--- src/rtl/core/clss_pkg.sv ---
`default_nettype none

package clss_pkg;

  // Motor and encoder geometry, idle limit, derivative filter and error deadband
  localparam int ENC_COUNTS_PER_REV = 16384;
  localparam int MOTOR_FULL_STEPS   = 200;
  localparam int STEP_COUNTER_MAX   = 65535;
  localparam int IDLE_TICKS         = 1000;
  localparam int FILTER_KEEP        = 64;
  localparam int FILTER_NEW         = 64;
  localparam int DEADBAND           = 30;

  localparam int HALF_REV       = ENC_COUNTS_PER_REV / 2;
  localparam int HALF_STEP_SPAN = STEP_COUNTER_MAX / 2;
  localparam int ERR_LIM        = ENC_COUNTS_PER_REV / 10;
  localparam int FULL_STEP      = ENC_COUNTS_PER_REV / MOTOR_FULL_STEPS;
  localparam int ERR_W          = $clog2(ERR_LIM + 1) + 1;

  localparam logic [31:0]       STEP_SPAN = 32'(STEP_COUNTER_MAX + 1);
  localparam logic [31:0]       ENC_MULT  = 32'(ENC_COUNTS_PER_REV);
  localparam logic signed [8:0] KEEP_COEF = 9'(FILTER_KEEP);
  localparam logic [7:0]        NEW_COEF  = 8'(FILTER_NEW);

  // Field widths
  localparam int ANGLE_W    = 14;
  localparam int COUNT_W    = 16;
  localparam int PHASE_W    = 16;
  localparam int CUR_W      = 12;
  localparam int GAIN_W     = 16;
  localparam int STEP_W     = 11;
  localparam int ILIM_W     = 31;
  localparam int TURN_W     = 18;
  localparam int IDLE_W     = 16;
  localparam int CFG_IDX_W  = 3;
  localparam int CFG_DATA_W = 31;

  typedef enum logic [1:0] {
    REQ_TICK    = 2'd0,
    REQ_ENABLE  = 2'd1,
    REQ_DISABLE = 2'd2
  } req_t;

  typedef enum logic [CFG_IDX_W-1:0] {
    CFG_CLOSED_LOOP_ON = 3'd0,
    CFG_GAIN_P         = 3'd1,
    CFG_GAIN_I         = 3'd2,
    CFG_GAIN_D         = 3'd3,
    CFG_STEP_SIZE      = 3'd4,
    CFG_INTEGRAL_LIMIT = 3'd5,
    CFG_CLOSED_CUR_LIM = 3'd6,
    CFG_OPEN_CURRENT   = 3'd7
  } cfg_idx_t;

  typedef struct packed {
    logic              closed_loop_on;
    logic [GAIN_W-1:0] gain_p;
    logic [GAIN_W-1:0] gain_i;
    logic [GAIN_W-1:0] gain_d;
    logic [STEP_W-1:0] step_size;
    logic [ILIM_W-1:0] integral_limit;
    logic [CUR_W-1:0]  closed_current_limit;
    logic [CUR_W-1:0]  open_current;
  } cfg_t;

  typedef struct packed {
    logic load;
    logic evt;
    logic setpt;
    logic open_go;
    logic err;
    logic mul_i;
    logic mul_p;
    logic mul_k;
    logic mul_n;
    logic mul_d;
    logic dterm;
    logic vec;
    logic close_go;
  } dp_cmd_t;

  typedef struct packed {
    logic enabled;
    logic closed_loop;
    logic out_free;
  } dp_status_t;

endpackage

`default_nettype wire

--- src/rtl/core/clss_cfg.sv ---
`default_nettype none

module clss_cfg (
  input  wire logic                            clk,
  input  wire logic                            rst,
  input  wire logic                            cfg_valid,
  output      logic                            cfg_ready,
  input  wire logic [clss_pkg::CFG_IDX_W-1:0]  cfg_index,
  input  wire logic [clss_pkg::CFG_DATA_W-1:0] cfg_data,
  output      clss_pkg::cfg_t                  cfg
);
  import clss_pkg::*;

  assign cfg_ready = 1'b1;

  always_ff @(posedge clk) begin
    if (rst) begin
      cfg.closed_loop_on       <= 1'b1;
      cfg.gain_p               <= '0;
      cfg.gain_i               <= '0;
      cfg.gain_d               <= '0;
      cfg.step_size            <= STEP_W'(1);
      cfg.integral_limit       <= '0;
      cfg.closed_current_limit <= '0;
      cfg.open_current         <= '0;
    end else if (cfg_valid && cfg_ready) begin
      unique case (cfg_idx_t'(cfg_index))
        CFG_CLOSED_LOOP_ON: cfg.closed_loop_on       <= cfg_data[0];
        CFG_GAIN_P:         cfg.gain_p               <= cfg_data[GAIN_W-1:0];
        CFG_GAIN_I:         cfg.gain_i               <= cfg_data[GAIN_W-1:0];
        CFG_GAIN_D:         cfg.gain_d               <= cfg_data[GAIN_W-1:0];
        CFG_STEP_SIZE:      cfg.step_size            <= cfg_data[STEP_W-1:0];
        CFG_INTEGRAL_LIMIT: cfg.integral_limit       <= cfg_data[ILIM_W-1:0];
        CFG_CLOSED_CUR_LIM: cfg.closed_current_limit <= cfg_data[CUR_W-1:0];
        CFG_OPEN_CURRENT:   cfg.open_current         <= cfg_data[CUR_W-1:0];
        default:            cfg.open_current         <= cfg.open_current;
      endcase
    end
  end

endmodule

`default_nettype wire

--- src/rtl/core/clss_ctrl.sv ---
`default_nettype none

module clss_ctrl (
  input  wire logic                 clk,
  input  wire logic                 rst,
  input  wire logic                 req_valid,
  input  wire logic [1:0]           req_type,
  output      logic                 req_stall,
  input  wire clss_pkg::dp_status_t status,
  output      clss_pkg::dp_cmd_t    cmd
);
  import clss_pkg::*;

  typedef enum logic [12:0] {
    ST_IDLE  = 13'b0000000000001,
    ST_EVT   = 13'b0000000000010,
    ST_SETPT = 13'b0000000000100,
    ST_OPEN  = 13'b0000000001000,
    ST_ERR   = 13'b0000000010000,
    ST_MUL_I = 13'b0000000100000,
    ST_MUL_P = 13'b0000001000000,
    ST_MUL_K = 13'b0000010000000,
    ST_MUL_N = 13'b0000100000000,
    ST_MUL_D = 13'b0001000000000,
    ST_DTERM = 13'b0010000000000,
    ST_VEC   = 13'b0100000000000,
    ST_CLOSE = 13'b1000000000000
  } state_t;

  state_t state;
  state_t state_next;

  assign req_stall = (state != ST_IDLE);

  always_comb begin
    state_next = state;
    cmd        = '0;
    unique case (state)
      ST_IDLE: begin
        if (req_valid) begin
          cmd.load = 1'b1;
          if (req_type == REQ_TICK && status.enabled) begin
            state_next = ST_SETPT;
          end else begin
            state_next = ST_EVT;
          end
        end
      end
      ST_EVT: begin
        if (status.out_free) begin
          cmd.evt    = 1'b1;
          state_next = ST_IDLE;
        end
      end
      ST_SETPT: begin
        cmd.setpt  = 1'b1;
        state_next = status.closed_loop ? ST_ERR : ST_OPEN;
      end
      ST_OPEN: begin
        if (status.out_free) begin
          cmd.open_go = 1'b1;
          state_next  = ST_IDLE;
        end
      end
      ST_ERR: begin
        cmd.err    = 1'b1;
        state_next = ST_MUL_I;
      end
      ST_MUL_I: begin
        cmd.mul_i  = 1'b1;
        state_next = ST_MUL_P;
      end
      ST_MUL_P: begin
        cmd.mul_p  = 1'b1;
        state_next = ST_MUL_K;
      end
      ST_MUL_K: begin
        cmd.mul_k  = 1'b1;
        state_next = ST_MUL_N;
      end
      ST_MUL_N: begin
        cmd.mul_n  = 1'b1;
        state_next = ST_MUL_D;
      end
      ST_MUL_D: begin
        cmd.mul_d  = 1'b1;
        state_next = ST_DTERM;
      end
      ST_DTERM: begin
        cmd.dterm  = 1'b1;
        state_next = ST_VEC;
      end
      ST_VEC: begin
        cmd.vec    = 1'b1;
        state_next = ST_CLOSE;
      end
      ST_CLOSE: begin
        if (status.out_free) begin
          cmd.close_go = 1'b1;
          state_next   = ST_IDLE;
        end
      end
      default: state_next = ST_IDLE;
    endcase
  end

  always_ff @(posedge clk) begin
    if (rst) begin
      state <= ST_IDLE;
    end else begin
      state <= state_next;
    end
  end

endmodule

`default_nettype wire

--- src/rtl/core/clss_dp.sv ---
`default_nettype none

module clss_dp (
  input  wire logic                          clk,
  input  wire logic                          rst,
  input  wire clss_pkg::dp_cmd_t             cmd,
  input  wire clss_pkg::cfg_t                cfg,
  input  wire logic [1:0]                    req_type,
  input  wire logic [clss_pkg::ANGLE_W-1:0]  encoder_angle,
  input  wire logic [clss_pkg::COUNT_W-1:0]  step_count,
  input  wire logic                          res_stall,
  output      clss_pkg::dp_status_t          status,
  output      logic                          res_valid,
  output      logic                          drive_active,
  output      logic [clss_pkg::PHASE_W-1:0]  phase_position,
  output      logic [clss_pkg::CUR_W-1:0]    drive_current,
  output      logic                          error_clamped
);
  import clss_pkg::*;

  // Servo state
  logic                enabled;
  logic [31:0]         step_sum;
  logic [COUNT_W-1:0]  last_step_count;
  logic [ANGLE_W-1:0]  last_angle;
  logic [TURN_W-1:0]   turn_count;
  logic [31:0]         last_position;
  logic [31:0]         last_setpoint;
  logic signed [31:0]  integral_acc;
  logic signed [31:0]  deriv_acc;
  logic [IDLE_W-1:0]   idle_ticks;

  // Working registers
  req_t                    req_q;
  logic [ANGLE_W-1:0]      angle_q;
  logic [COUNT_W-1:0]      count_q;
  logic [31:0]             setpoint_q;
  logic [31:0]             pos_q;
  logic signed [ERR_W-1:0] err_q;
  logic                    clamped_q;
  logic signed [31:0]      dpos_q;
  logic signed [ERR_W+16:0] prod_i_q;
  logic signed [ERR_W+16:0] prod_p_q;
  logic signed [40:0]      prod_k_q;
  logic [23:0]             gnd_q;
  logic signed [31:0]      keep_q;
  logic signed [56:0]      prod_d_q;
  logic signed [27:0]      vec_q;

  // Combinational next values
  logic signed [16:0]      sd;
  logic [31:0]             span;
  logic [31:0]             step_sum_next;
  logic [31:0]             setpoint_next;
  logic signed [14:0]      da;
  logic [TURN_W-1:0]       turn_next;
  logic [31:0]             pos_next;
  logic signed [31:0]      diff;
  logic signed [ERR_W-1:0] err_next;
  logic                    clamped_next;
  logic signed [ERR_W+16:0] prod_i_next;
  logic signed [ERR_W+16:0] prod_p_next;
  logic signed [33:0]      isum;
  logic signed [33:0]      ilim;
  logic signed [31:0]      integ_next;
  logic signed [57:0]      dsum;
  logic signed [31:0]      dterm_next;
  logic signed [34:0]      vsum;
  logic signed [27:0]      vec_abs;
  logic [PHASE_W-1:0]      adv;
  logic [PHASE_W-1:0]      phase_close;
  logic [CUR_W-1:0]        mag;
  logic [IDLE_W-1:0]       idle_next;
  logic [CUR_W-1:0]        cur_open;
  logic                    res_load;
  logic                    res_active_next;
  logic [PHASE_W-1:0]      res_phase_next;
  logic [CUR_W-1:0]        res_cur_next;
  logic                    res_clamped_next;

  assign status.enabled     = enabled;
  assign status.closed_loop = cfg.closed_loop_on;
  assign status.out_free    = !res_valid || !res_stall;

  always_comb begin
    // Unwrap the step counter into the setpoint
    sd   = $signed({1'b0, count_q}) - $signed({1'b0, last_step_count});
    span = {21'd0, cfg.step_size} * STEP_SPAN;
    if (int'(sd) < -HALF_STEP_SPAN) begin
      step_sum_next = step_sum + span;
    end else if (int'(sd) > HALF_STEP_SPAN) begin
      step_sum_next = step_sum - span;
    end else begin
      step_sum_next = step_sum;
    end
    setpoint_next = step_sum_next + ({21'd0, cfg.step_size} * {16'd0, count_q});

    // Unwrap encoder turns
    da = $signed({1'b0, angle_q}) - $signed({1'b0, last_angle});
    if (int'(da) > HALF_REV) begin
      turn_next = turn_count - TURN_W'(1);
    end else if (int'(da) < -HALF_REV) begin
      turn_next = turn_count + TURN_W'(1);
    end else begin
      turn_next = turn_count;
    end
    pos_next = {18'd0, angle_q} + ({{(32-TURN_W){turn_next[TURN_W-1]}}, turn_next} * ENC_MULT);

    // Error with deadband and clamp
    diff         = $signed(setpoint_q - pos_q);
    clamped_next = 1'b0;
    if (diff > -DEADBAND && diff < DEADBAND) begin
      err_next = '0;
    end else if (diff > ERR_LIM) begin
      err_next     = ERR_W'(ERR_LIM);
      clamped_next = 1'b1;
    end else if (diff < -ERR_LIM) begin
      err_next     = ERR_W'(-ERR_LIM);
      clamped_next = 1'b1;
    end else begin
      err_next = ERR_W'(diff);
    end

    prod_i_next = $signed({1'b0, cfg.gain_i}) * err_q;
    prod_p_next = $signed({1'b0, cfg.gain_p}) * err_q;

    // Integral with symmetric clamp
    isum = 34'(integral_acc) + 34'(prod_i_q / 34'sd32);
    ilim = $signed({3'b000, cfg.integral_limit});
    if (isum > ilim) begin
      integ_next = 32'(ilim);
    end else if (isum < -ilim) begin
      integ_next = 32'(-ilim);
    end else begin
      integ_next = 32'(isum);
    end

    // Low-pass derivative, saturated
    dsum = 58'(keep_q) - 58'(prod_d_q / 57'sd8);
    if (dsum > 58'sd2147483647) begin
      dterm_next = 32'sh7FFFFFFF;
    end else if (dsum < -58'sd2147483648) begin
      dterm_next = 32'sh80000000;
    end else begin
      dterm_next = dsum[31:0];
    end

    vsum = 35'(prod_p_q) + 35'(integral_acc) + 35'(deriv_acc);

    // Phase lead and current magnitude
    adv = dpos_q[PHASE_W-1:0] + {dpos_q[PHASE_W-2:0], 1'b0};
    if (vec_q > 0) begin
      phase_close = {2'b00, angle_q} + PHASE_W'(FULL_STEP) + adv;
    end else if (vec_q < 0) begin
      phase_close = {2'b00, angle_q} - PHASE_W'(FULL_STEP) + adv;
    end else begin
      phase_close = {2'b00, angle_q};
    end
    vec_abs = (vec_q < 0) ? -vec_q : vec_q;
    if (vec_abs > $signed({16'd0, cfg.closed_current_limit})) begin
      mag = cfg.closed_current_limit;
    end else begin
      mag = vec_abs[CUR_W-1:0];
    end

    // Open-loop idle current reduction
    if (setpoint_q == last_setpoint) begin
      if (idle_ticks < IDLE_W'(IDLE_TICKS)) begin
        idle_next = idle_ticks + IDLE_W'(1);
      end else begin
        idle_next = IDLE_W'(IDLE_TICKS);
      end
    end else begin
      idle_next = '0;
    end
    cur_open = (idle_next >= IDLE_W'(IDLE_TICKS)) ? {1'b0, cfg.open_current[CUR_W-1:1]}
                                                  : cfg.open_current;

    // Result select
    res_load         = cmd.evt || cmd.open_go || cmd.close_go;
    res_active_next  = 1'b0;
    res_phase_next   = '0;
    res_cur_next     = '0;
    res_clamped_next = 1'b0;
    if (cmd.open_go) begin
      res_active_next = 1'b1;
      res_phase_next  = setpoint_q[PHASE_W-1:0];
      res_cur_next    = cur_open;
    end else if (cmd.close_go) begin
      res_active_next  = 1'b1;
      res_phase_next   = phase_close;
      res_cur_next     = mag;
      res_clamped_next = clamped_q;
    end
  end

  // Servo state and result handshake
  always_ff @(posedge clk) begin
    if (rst) begin
      enabled         <= 1'b0;
      step_sum        <= '0;
      last_step_count <= '0;
      last_angle      <= '0;
      turn_count      <= '0;
      last_position   <= '0;
      last_setpoint   <= '0;
      integral_acc    <= '0;
      deriv_acc       <= '0;
      idle_ticks      <= '0;
      res_valid       <= 1'b0;
    end else begin
      if (cmd.evt) begin
        if (req_q == REQ_ENABLE) begin
          step_sum        <= {18'd0, angle_q};
          last_step_count <= '0;
          last_setpoint   <= {18'd0, angle_q};
          last_angle      <= angle_q;
          last_position   <= {18'd0, angle_q};
          turn_count      <= '0;
          enabled         <= 1'b1;
        end else if (req_q == REQ_DISABLE) begin
          enabled <= 1'b0;
        end
      end
      if (cmd.setpt) begin
        step_sum        <= step_sum_next;
        last_step_count <= count_q;
        if (cfg.closed_loop_on) begin
          turn_count <= turn_next;
        end
      end
      if (cmd.open_go) begin
        idle_ticks    <= idle_next;
        last_setpoint <= setpoint_q;
      end
      if (cmd.err) begin
        last_angle    <= angle_q;
        last_position <= pos_q;
      end
      if (cmd.mul_p) begin
        integral_acc <= integ_next;
      end
      if (cmd.dterm) begin
        deriv_acc <= dterm_next;
      end
      if (res_load) begin
        res_valid <= 1'b1;
      end else if (res_valid && !res_stall) begin
        res_valid <= 1'b0;
      end
    end
  end

  // Working registers and result payload
  always_ff @(posedge clk) begin
    if (cmd.load) begin
      req_q   <= req_t'(req_type);
      angle_q <= encoder_angle;
      count_q <= step_count;
    end
    if (cmd.setpt) begin
      setpoint_q <= setpoint_next;
      pos_q      <= pos_next;
    end
    if (cmd.err) begin
      err_q     <= err_next;
      clamped_q <= clamped_next;
      dpos_q    <= $signed(pos_q - last_position);
    end
    if (cmd.mul_i) begin
      prod_i_q <= prod_i_next;
    end
    if (cmd.mul_p) begin
      prod_p_q <= prod_p_next;
    end
    if (cmd.mul_k) begin
      prod_k_q <= KEEP_COEF * deriv_acc;
    end
    if (cmd.mul_n) begin
      gnd_q  <= {16'd0, NEW_COEF} * {8'd0, cfg.gain_d};
      keep_q <= 32'(prod_k_q / 41'sd128);
    end
    if (cmd.mul_d) begin
      prod_d_q <= $signed({1'b0, gnd_q}) * dpos_q;
    end
    if (cmd.vec) begin
      vec_q <= 28'(vsum / 35'sd128);
    end
    if (res_load) begin
      drive_active   <= res_active_next;
      phase_position <= res_phase_next;
      drive_current  <= res_cur_next;
      error_clamped  <= res_clamped_next;
    end
  end

endmodule

`default_nettype wire

--- src/rtl/core/closed_loop_stepper_servo_core.sv ---
// Sequence: a closed-loop tick steps SETPT, ERR, MUL_I, MUL_P, MUL_K, MUL_N, MUL_D,
//   DTERM, VEC and CLOSE, an open-loop tick SETPT and OPEN, an enable, disable or ignored
//   item EVT; the final state waits while the result is stalled, and no new item is taken
//   before idle. The PID sequencer walks one multiply per cycle through a single datapath.
// Reset: rst (synchronous) clears the servo state, restores default registers and
//   drops any pending result.
`default_nettype none

module closed_loop_stepper_servo_core (
  input  wire logic                            clk,
  input  wire logic                            rst,
  // configuration write channel
  input  wire logic                            cfg_valid,
  output      logic                            cfg_ready,
  input  wire logic [clss_pkg::CFG_IDX_W-1:0]  cfg_index,
  input  wire logic [clss_pkg::CFG_DATA_W-1:0] cfg_data,
  // request channel
  input  wire logic                            req_valid,
  output      logic                            req_stall,
  input  wire logic [1:0]                      req_type,
  input  wire logic [clss_pkg::ANGLE_W-1:0]    encoder_angle,
  input  wire logic [clss_pkg::COUNT_W-1:0]    step_count,
  // result channel
  output      logic                            res_valid,
  input  wire logic                            res_stall,
  output      logic                            drive_active,
  output      logic [clss_pkg::PHASE_W-1:0]    phase_position,
  output      logic [clss_pkg::CUR_W-1:0]      drive_current,
  output      logic                            error_clamped
);
  import clss_pkg::*;

  cfg_t       cfg;
  dp_cmd_t    cmd;
  dp_status_t status;

  // Register file: the user must write only while no transaction is in flight, unenforced.
  clss_cfg u_cfg (
    .clk       (clk),
    .rst       (rst),
    .cfg_valid (cfg_valid),
    .cfg_ready (cfg_ready),
    .cfg_index (cfg_index),
    .cfg_data  (cfg_data),
    .cfg       (cfg)
  );

  // Sequencer: accept one request transaction, then step the datapath through setpoint
  // unwrap, error, the PID multiplies and the output stage (open loop: setpoint and output;
  // events: event stage only). It holds in the final state until the result register is free.
  clss_ctrl u_ctrl (
    .clk       (clk),
    .rst       (rst),
    .req_valid (req_valid),
    .req_type  (req_type),
    .req_stall (req_stall),
    .status    (status),
    .cmd       (cmd)
  );

  // Datapath: servo state, working registers and the result register that
  // separates the request side from the result side.
  clss_dp u_dp (
    .clk            (clk),
    .rst            (rst),
    .cmd            (cmd),
    .cfg            (cfg),
    .req_type       (req_type),
    .encoder_angle  (encoder_angle),
    .step_count     (step_count),
    .res_stall      (res_stall),
    .status         (status),
    .res_valid      (res_valid),
    .drive_active   (drive_active),
    .phase_position (phase_position),
    .drive_current  (drive_current),
    .error_clamped  (error_clamped)
  );

`ifndef SYNTHESIS
  // The sequencer is busy right after taking a transaction.
  a_busy_after_accept: assert property (@(posedge clk) disable iff (rst)
    req_valid && !req_stall |=> req_stall)
    else $error("request accepted while sequencer stayed idle");

  // A result only appears out of a busy sequencer.
  a_result_from_busy: assert property (@(posedge clk) disable iff (rst)
    $rose(res_valid) |-> $past(req_stall))
    else $error("result published without a transaction in flight");

  // The error clamp flag only comes from closed-loop ticks.
  a_current_limit: assert property (@(posedge clk) disable iff (rst)
    res_valid && drive_active && error_clamped |-> cfg.closed_loop_on)
    else $error("error clamp flagged outside closed-loop mode");

  // Closed-loop current never exceeds its limit.
  a_current_clamp: assert property (@(posedge clk) disable iff (rst)
    res_valid && drive_active && cfg.closed_loop_on |->
      drive_current <= cfg.closed_current_limit)
    else $error("closed-loop current above limit");
`endif

endmodule

`default_nettype wire
--- config.mk ---
export PLATFORM = sky130hd
export DESIGN_NAME = closed_loop_stepper_servo_core
export DESIGN_NICKNAME = d
export VERILOG_FILES = /design/src/rtl/core/clss_pkg.sv /design/src/rtl/core/clss_cfg.sv /design/src/rtl/core/clss_ctrl.sv /design/src/rtl/core/clss_dp.sv /design/src/rtl/core/closed_loop_stepper_servo_core.sv
export SDC_FILE = /design/constraint.sdc
export NUM_CORES = 2
export LEC_CHECK = 0
export BUFFER_PORTS_ARGS = -buffer_cell sky130_fd_sc_hd__buf_2
export CAP_MARGIN = 20
export CELL_PAD_IN_SITES_DETAIL_PLACEMENT = 0
export CELL_PAD_IN_SITES_GLOBAL_PLACEMENT = 1
export CORE_ASPECT_RATIO = 1.2
export CORE_MARGIN = 2
export CORE_UTILIZATION = 51
export DETAILED_ROUTE_END_ITERATION = 10
export GPL_ROUTABILITY_DRIVEN = 0
export PLACE_DENSITY_LB_ADDON = 0.1
export SLEW_MARGIN = 15
export SYNTH_ARGS = -nofsm -noshare
export SYNTH_HDL_FRONTEND = slang
export SYNTH_SLANG_ARGS = --single-unit
--- constraint.sdc ---
create_clock -name clk -period 9.59 [get_ports clk]
set_input_delay 0.959 -clock clk [delete_from_list [all_inputs] [get_ports clk]]
set_output_delay 0.959 -clock clk [all_outputs]
set_load 0.005 [all_outputs]
==> results.md <==
- Worst Skew: 0.0484 ns
- Vias per cell: approximately 5.7
- Ports: 104
- Die ar.: 166000 µm²
- Post-DP HPWL: ~200000 µm
- Main synth FF type: edfxtp_1
- Vias: between 60k and 70k
- Most frequent cell after synthesis: inv_1
- CP dominant cell by count: fa_1
- Largest net degree at the start of global routing: about 140
- Global-route wire length before repair: roughly 390000 µm
- Hold-fix buffers, CTS: 0
- Hold WC Path Type: in2reg
- Worst setup SP type: register
- Die width: around 370 µm
- TNS Setup: 0 ns
- 1st-iter DRT viols: around 4.2k
- Std-Cell Core Area: around 160000 µm²
- Mapped Avg Cell Area: just under 9 µm²
- WL per Instance: ~22 µm
- Final period util: 0.911
- Slew @ Worst Pin: 1.07 ns
- FFs w/ async S/R, synth: 0
- Commonest cells post-synth: inv_1, nand2_1, fa_1
- Number of flops mapped to enable cells by yosys: roughly 390
- Reg clk slew, reported paths: 0.06 ns
- CTS buffer count: 87
- Final Setup Violations: 0
- Root Driver: clkbuf_16
- Nets: 11.1k
- Antenna violations before repair: 31
- Slew HR: 0.280
- Setup WS post-layout: 0.853 ns
- Residual DRC: 0
- Max FO, Critical Path: 9
- Worst EP arrival: 9.21 ns
- RSZ-0062 raised after global routing: no
- DP Cell Count: 11.4k
- Final hold viol count: 0
- Layout area overhead: 6.78%
- Synth top area cells: fa_1, edfxtp_1, ha_1, dfxtp_1, inv_1
- Total track usage: 0.304
- Static Leak: 39.4 nW
- Crit path time final: about 8.7 ns
- Num rows: ~160
- Crit. End Element: register
- Pwr per Cell Area: 92.1 nW/µm²
- Post-CTS Resized: 0
- Worst stage delay on the critical path: between 0.5 and 0.6 ns
- Final Non-Filler Cells: ~12k
- Vias in the first global route: ~67k
- Post-synth top area cell: fa_1
- Syn_nets: approximately 11k
- Max cap viols: 0
- Layout cells sized above 1: 0.0474
- Final Core Density: 0.548
- Drt pass-1 iters: 7
- Worst vdd rail ir drop: about 130 µV
- Fmax: around 110 MHz
- Detailed Route WL: about 250000 µm
- Starting density of the core: 0.513
- Postcts setup bufs: 0
- Final max-slew violation count: 0
- Die Y: approximately 450 µm
- Grt ovf: 0
- CTS max path bufs: 3
- Status: completed
- Syn Inst Count: approximately 9.4k
- Clk sink count: approximately 740
- Final ANT Viol Nets: 0
- CTS tree: done
- Synth cell types: about 110
- Synth Cell Area: 83200 µm²
- Pre-CTS WS: roughly 0.74 ns
- CTS H-Tree Depth: 3
- Setup CP Type: reg2reg
- Slowest cell on the critical path: fa_1
- Critical Path RT: between 10 and 15 ns
- Post-synth top area share: 0.232
- Post-synthesis sequential area ratio: 0.224
- Synth warn: 0
- Overall power: slightly above 0.008 W
- # port buffers: roughly 100
- #FFs+latches synth: 738
- Later-pin clock latency in the skew report: ~0.74 ns
## stage by stage
stage	hold WS, ns	area (µm²)
3_3_place_gp	0.415	85700
4_1_cts	0.326	88800
3_5_place_dp	0.417	85700
5_1_grt	0.359	88800
2_1_floorplan	0.408	83200
6_report	0.384	88800
## path summary, 6_finish.rpt
kind                                        start             endpoint  slack, ns  depth (start not counted)
worst min-delay path            encoder_angle[11]     u_dp.angle_q[11]       0.38                          1
worst max register to register    u_dp.count_q[0]  u_dp.setpoint_q[30]       0.85                         33
worst min register to register      u_cfg.cfg[66]        u_dp.gnd_q[6]       0.42                          0
worst max-delay path              u_dp.count_q[0]  u_dp.setpoint_q[30]       0.85                         33
## flip-flops by register name, summed over array words and instances (netlist names), 13 cells and up
signal	cells
u_dp.keep_q	32
u_dp.prod_p_q	29
u_dp.step_sum	30
u_dp.angle_q	14
u_dp.idle_ticks	16
u_cfg.cfg	115
u_dp.last_step_count	16
u_dp.pos_q	32
u_dp.vec_q	28
u_ctrl.state	13
u_dp.deriv_acc	32
u_dp.prod_k_q	32
u_dp.gnd_q	16
u_dp.last_setpoint	32
u_dp.integral_acc	32
u_dp.turn_count	18
u_dp.setpoint_q	32
u_dp.prod_i_q	29
u_dp.prod_d_q	49
u_dp.last_position	32
u_dp.last_angle	14
u_dp.count_q	16
u_dp.dpos_q	32
u_dp.phase_position	16
## cell usage in the layout, fill, tap and decap left out, drive strengths merged, types with 62 or more instances in the layout
cell	instances
o21ai	310
nor2b	62
and2	436
nand3	180
nor3	155
edfxtp	386
a21o	154
xor2	150
and3	67
xnor2	308
nor2	440
a21oi	579
nand2b	91
buf	209
nand2	1286
inv	1416
a211oi	105
dfxtp	352
clkbuf	117
o21bai	66
ha	712
fa	966
## metal layers
metal,track usage,share of wire,up-vias
met5,0,0.00021,-
met4,0.113,0.039,8
met3,0.0380,0.053,443
met2,0.522,0.48,1760
met1,0.394,0.43,32728
li1,-,-,30860
## cell type report
cell class / instances / area (µm²)
inverters: 1410 / 5290
well taps: 2132 / 2670
diodes: 8 / 20.0
clock buffers: 117 / 2430
multi-input cells: 6867 / 57800
flip-flops and latches: 738 / 18600
clock inverters: 45 / 599
fillers: 15099 / 73300
repair buffers: 209 / 1360
## kinds of logic after synthesis
kind of cell	count (synthesis)	synth area share
compound gates	1643	0.125
xor+xnor	458	0.0482
fa+ha+maj	1678	0.340
buf+inv	1797	0.0823
flops	738	0.224
mux	44	0.00546
other cells	1	0.0000451
simple gates	3043	0.175
## critical path, delay by kind of cell, from the launching register on
kind / cells / cell delay, ns
adders and majority gates: 7 / 2.74
AOI/OAI and AO/OA: 13 / 3.20
and+or+nand+nor: 8 / 1.40
buffers and inverters: 4 / 0.61
DFF: 1 / 0.46
xor gates and xnor gates: 1 / 0.09
## power breakdown
group          internal, W  switching (W)  total [W]  leakage [nW]
sequential         0.00336      0.0000680    0.00343          6.33
clock              0.00201        0.00151    0.00352          1.47
combinational     0.000488       0.000747    0.00124          31.6
Power figures use the tool's default switching activity.
